--- src/hw/rtl/lts_ram.sv ---
// Generic single-port RAM with a registered read port.
module lts_ram #(
  parameter int unsigned WIDTH = 8,
  parameter int unsigned DEPTH = 256,
  localparam int unsigned AW   = (DEPTH > 1) ? $clog2(DEPTH) : 1
) (
  input  logic             clk_i,
  input  logic             we_i,
  input  logic             re_i,
  input  logic [AW-1:0]    addr_i,
  input  logic [WIDTH-1:0] wdata_i,
  output logic [WIDTH-1:0] rdata_o
);

  logic [WIDTH-1:0] mem_q [DEPTH];
  logic [WIDTH-1:0] rdata_q;

  always_ff @(posedge clk_i) begin
    if (we_i) begin
      mem_q[addr_i] <= wdata_i;
    end
    if (re_i) begin
      rdata_q <= mem_q[addr_i];
    end
  end

  assign rdata_o = rdata_q;

endmodule

--- config.mk ---
export PLATFORM = sky130hd
export DESIGN_NAME = lts_ram
export DESIGN_NICKNAME = d
export VERILOG_FILES = /design/src/hw/rtl/lts_ram.sv
export SDC_FILE = /design/constraint.sdc
export NUM_CORES = 2
export LEC_CHECK = 0
export ABC_CLOCK_PERIOD_IN_PS = 5300
export BUFFER_PORTS_ARGS = -buffer_cell sky130_fd_sc_hd__buf_2
export CAP_MARGIN = 20
export CORE_MARGIN = 4
export CORE_UTILIZATION = 50
export DETAILED_ROUTE_END_ITERATION = 6
export HOLD_SLACK_MARGIN = 0.12
export PLACE_DENSITY = 0.65
export SETUP_SLACK_MARGIN = 0.4
export SKIP_CTS_REPAIR_TIMING = 1
export SLEW_MARGIN = 20
export SYNTH_ARGS = -nofsm -noshare
export SYNTH_HDL_FRONTEND = slang
export SYNTH_SLANG_ARGS = --single-unit
--- constraint.sdc ---
create_clock -name clk_i -period 5.3 [get_ports clk_i]
set_input_delay 0.795 -clock clk_i [delete_from_list [all_inputs] [get_ports clk_i]]
set_output_delay 0.795 -clock clk_i [all_outputs]
set_load 0.05 [all_outputs]
After elaboration in Yosys (flattened, before gate mapping) --
Memories as Yosys holds them, arrays and structs flattened. A register that Yosys moved wholly into a read port is not among the register bits. Cells that the tools add are included. Widths: inputs -> output; s select.
Word-level totals: register bits after elaboration 0, bits in writable memories 2048, logic and storage cells 3, memories 1
Cells by class: mux-type cells 2
Memory list:
- mem_q | words 256, bits a word 8, read ports 1, clocked after memory_dff 1, write ports 1, RTL line 15 | logic [WIDTH-1:0] mem_q [DEPTH];
Operator list (number):
- $mux 1 | 2

Depth between registers and ports, before layout --
depth in word-level cells 2, mapped depth 10, mapped depth without buffers 5

Worst setup path before layout --
OpenSTA, ideal clock, no wires.
path kind input -> register, start in addr_i[1], end mem mem_q[111][0] (enable), setup time 0.370 ns, data arrival time 2.644 ns, data required time 4.930 ns, slack 2.286 ns, stages on the path 9, buffers on the path 5, path through buf_2 clkbuf_1 clkbuf_1 nand2_1 buf_2 nor2_1 nand2_1 clkbuf_1 nor2_1
RTL lines:
- from (decl) | RTL line 10 | input logic [AW-1:0] addr_i,
- to (decl) | RTL line 15
No word-level cell before the write port.

==> out/results.tsv <==
stage	metric	value	unit
grt	vias in the first global route	37900	
logic_synthesis	Avg Synthesized Cell Area	22.2	µm²
critical_path	CP Class	primary input to flop	
place	Detail Placement HPWL	110000	µm
final_layout	Reg area	61700	µm²
place	pre-CTS setup slack	0.945	ns
logic_synthesis	xor-xnor portion of the synthesized cell area	0	%
logic_synthesis	sequential area share after synthesis	78.6	%
cts	TritonCTS Buffers	201	
route	First DRT Iteration DRCs	4802	
floorplan	io pins	27	
pwr	pwr/cell area	375	nW/µm²
worst_hold_path	min-delay src	re_i	
timing	final worst slack	1.82	ns
route	DRC violations left	0	
logic_synthesis	post-synthesis adder-cell area fraction	0	%
route	number of antenna-violating nets in the routed design	0	
timing	setup_tns	0	ns
grt	first-pass GRT wire length	272000	µm
outcome	outcome	complete, no violations	
final_layout	fin nets	3746	
logic_synthesis	post-synthesis simple-gate area fraction	1.73	%
final_layout	# fillers	11300	
logic_synthesis	largest family of logic cells by synthesized area	multiplexers	
pwr	leak pwr	26.9	nW
route	via count	37700	
pwr	VDD IR max	0.387	mV
critical_path	CP max FO	42	
logic_synthesis	mapped cell area	78600	µm²
logic_synthesis	Unique masters post-synth	21	
logic_synthesis	Yosys top cell area share	78.6	%
final_layout	most common cell after layout, fill and taps aside	edfxtp_1	
cts	CTS tree	done	
critical_path	Worst setup SP type	primary input	
critical_path	worst r2r src	mem_q[251][1]$_DFFE_PP_	
route	final WL	187000	µm
final_layout	share of layout cells above drive strength 1	25.8	%
cts	H-tree depth	4	
job	max-cap violations	0	
timing	slew of the pin with the lowest slew margin	1.26	ns
grt	gr usage total	23.0	%
cts	clock buffer depth	3	
logic_synthesis	Yosys warnings	0	
floorplan	die area	164000	µm²
floorplan	row cnt	145	
final_layout	Multi-input gate area	15800	µm²
place	Final GP Congestion	0.817	
place	I/O Buffers	26	
worst_hold_path	Hold Path Class	primary input to flop	
timing	final hold violation count	0	
critical_path	reg2reg path depth	6	
cts	root buffer cell	clkbuf_16	
critical_path	Crit path required time	5.83	ns
route	routed len/inst	31.4	µm
cts	clk sinks	2056	
logic_synthesis	Post-Syn Nets	3566	
logic_synthesis	mux cell area share after synthesis	14.7	%
grt	grt ovf	0	
route	drt pass-1 iters	6	
grt	largest net degree at the start of global routing	149	
timing	skew final	0.0598	ns
timing	max frequency	0.287	GHz
floorplan	Initial Util	50.3	%
logic_synthesis	Synth Register Bits	2056	
logic_synthesis	Cells after Synth	3547	
route	Via density	6.33	
critical_path	r2r setup slk	2.30	ns
grt	initial antenna violation count	5	
timing	final worst-path cycle share	65.7	%
final_layout	Area Growth Syn to Fin	12.4	%
critical_path	crit path capture type	flop	
floorplan	Die H	404	µm
logic_synthesis	post-synthesis compound-gate area fraction	3.62	%
floorplan	Core Area	156000	µm²
timing	Pins Over Slew Limit	0	
critical_path	Worst R2R End	rdata_o[1]$_DFFE_PP_	
worst_hold_path	WHS Path Cells	1	
timing	RSZ-0062 raised after global routing	false	
cts	CTS clk-pin slew, worst paths	0.06	ns
timing	Hold Slack	0.413	ns
final_layout	most frequent cells in the layout	edfxtp_1 (2,056), mux4_2 (512), a22oi_1 (256)	
timing	relative slew slack	16.2	%
logic_synthesis	cell taking the most area after synthesis	edfxtp_1	
logic_synthesis	top post-synthesis cells by area	edfxtp_1 (79%), mux4_2 (15%), a22oi_1 (2.4%)	
cts	latest clock arrival within the worst-skew pair	0.83	ns
floorplan	DIE WIDTH	404	µm
timing	Final Setup Violations	0	
worst_hold_path	hold endpoint	rdata_o[4]$_DFFE_PP_	
critical_path	WP data arrival	4.02	ns
timing	fin crit period	3.48	ns
critical path, cell delays in order:
cell,delay [ns]
buf_8,0.33
buf_12,0.37
buf_4,0.29
mux4_2,0.57
a22oi_1,0.30
a21oi_1,0.21
o41ai_1,0.77
buf_4,0.24
nand4_1,0.09
kinds of logic after synthesis:
| group | after synthesis |
|---|---|
| flops | 2056 |
| mux | 512 |
| compound gates | 416 |
| simple gates | 330 |
| buf+inv | 233 |
cells in the mapped netlist:
cell type     n
or2_2         2
buf_1        19
nand4_1       8
buf_4        16
nand2b_1      6
a21oi_1     128
mux4_2      512
inv_1         1
buf_2        36
nand2_1      28
nor2b_1       7
nand3_1      13
nor3_1       30
buf_6        16
a22oi_1     256
nor2_1      232
and2_1        3
or3_1         1
clkbuf_1    145
o41ai_1      32
edfxtp_1   2056
per-layer routing:
metal | up-vias | GRT usage (%) | part of all wire [%]
met5 | - | 0 | 0
met4 | 0 | 6.30 | 2.6
met3 | 285 | 4.45 | 8.8
met2 | 1792 | 35.4 | 47
met1 | 20100 | 34.2 | 41
li1 | 15500 | - | -
worst max-delay path by stage:
| stage | start | endpoint | cells past startpoint |
|---|---|---|---|
| final | addr_i[0] | rdata_o[1]$_DFFE_PP_ | 9 |
| after global routing | addr_i[0] | rdata_o[0]$_DFFE_PP_ | 8 |
| after CTS | addr_i[0] | rdata_o[0]$_DFFE_PP_ | 8 |
| after detailed placement | addr_i[0] | rdata_o[0]$_DFFE_PP_ | 8 |
| after global placement | addr_i[0] | rdata_o[2]$_DFFE_PP_ | 8 |
| after floorplan | addr_i[1] | mem_q[111][0]$_DFFE_PP_ | 9 |
registers in the layout, indices dropped and copies added (netlist names):
register and flops:
rdata_o 8, mem_q 2048
power breakdown:
part	total [mW]	switching, mW	internal [mW]
sequential	18.0	0.0197	17.9
combinational	1.52	0.994	0.522
clock	13.7	5.97	7.68
metrics by stage:
stage	area [µm²]	total power [mW]	std cells	utilization (%)
finish	88300	33.1	5952	56.5
detailed placement	82000	19.8	5582	52.5
CTS	88300	33.4	5951	56.5
floorplan	78600	19.1	3547	-
global placement	82000	19.8	5582	52.5
global route	88300	34.1	5951	56.5
layout make-up:
cell class / count / area share (%)
Timing Repair Buffer: 209 / 2.14
Clock inverter: 127 / 1.14
Inverter: 1 / 0.00425
Tap cell: 2058 / 2.92
Antenna cell: 1 / 0.00283
Sequential cell: 2056 / 69.9
Clock buffer: 242 / 5.99
Multi-Input combinational cell: 1258 / 17.9
No activity file was read; power rests on OpenSTA's default activity.
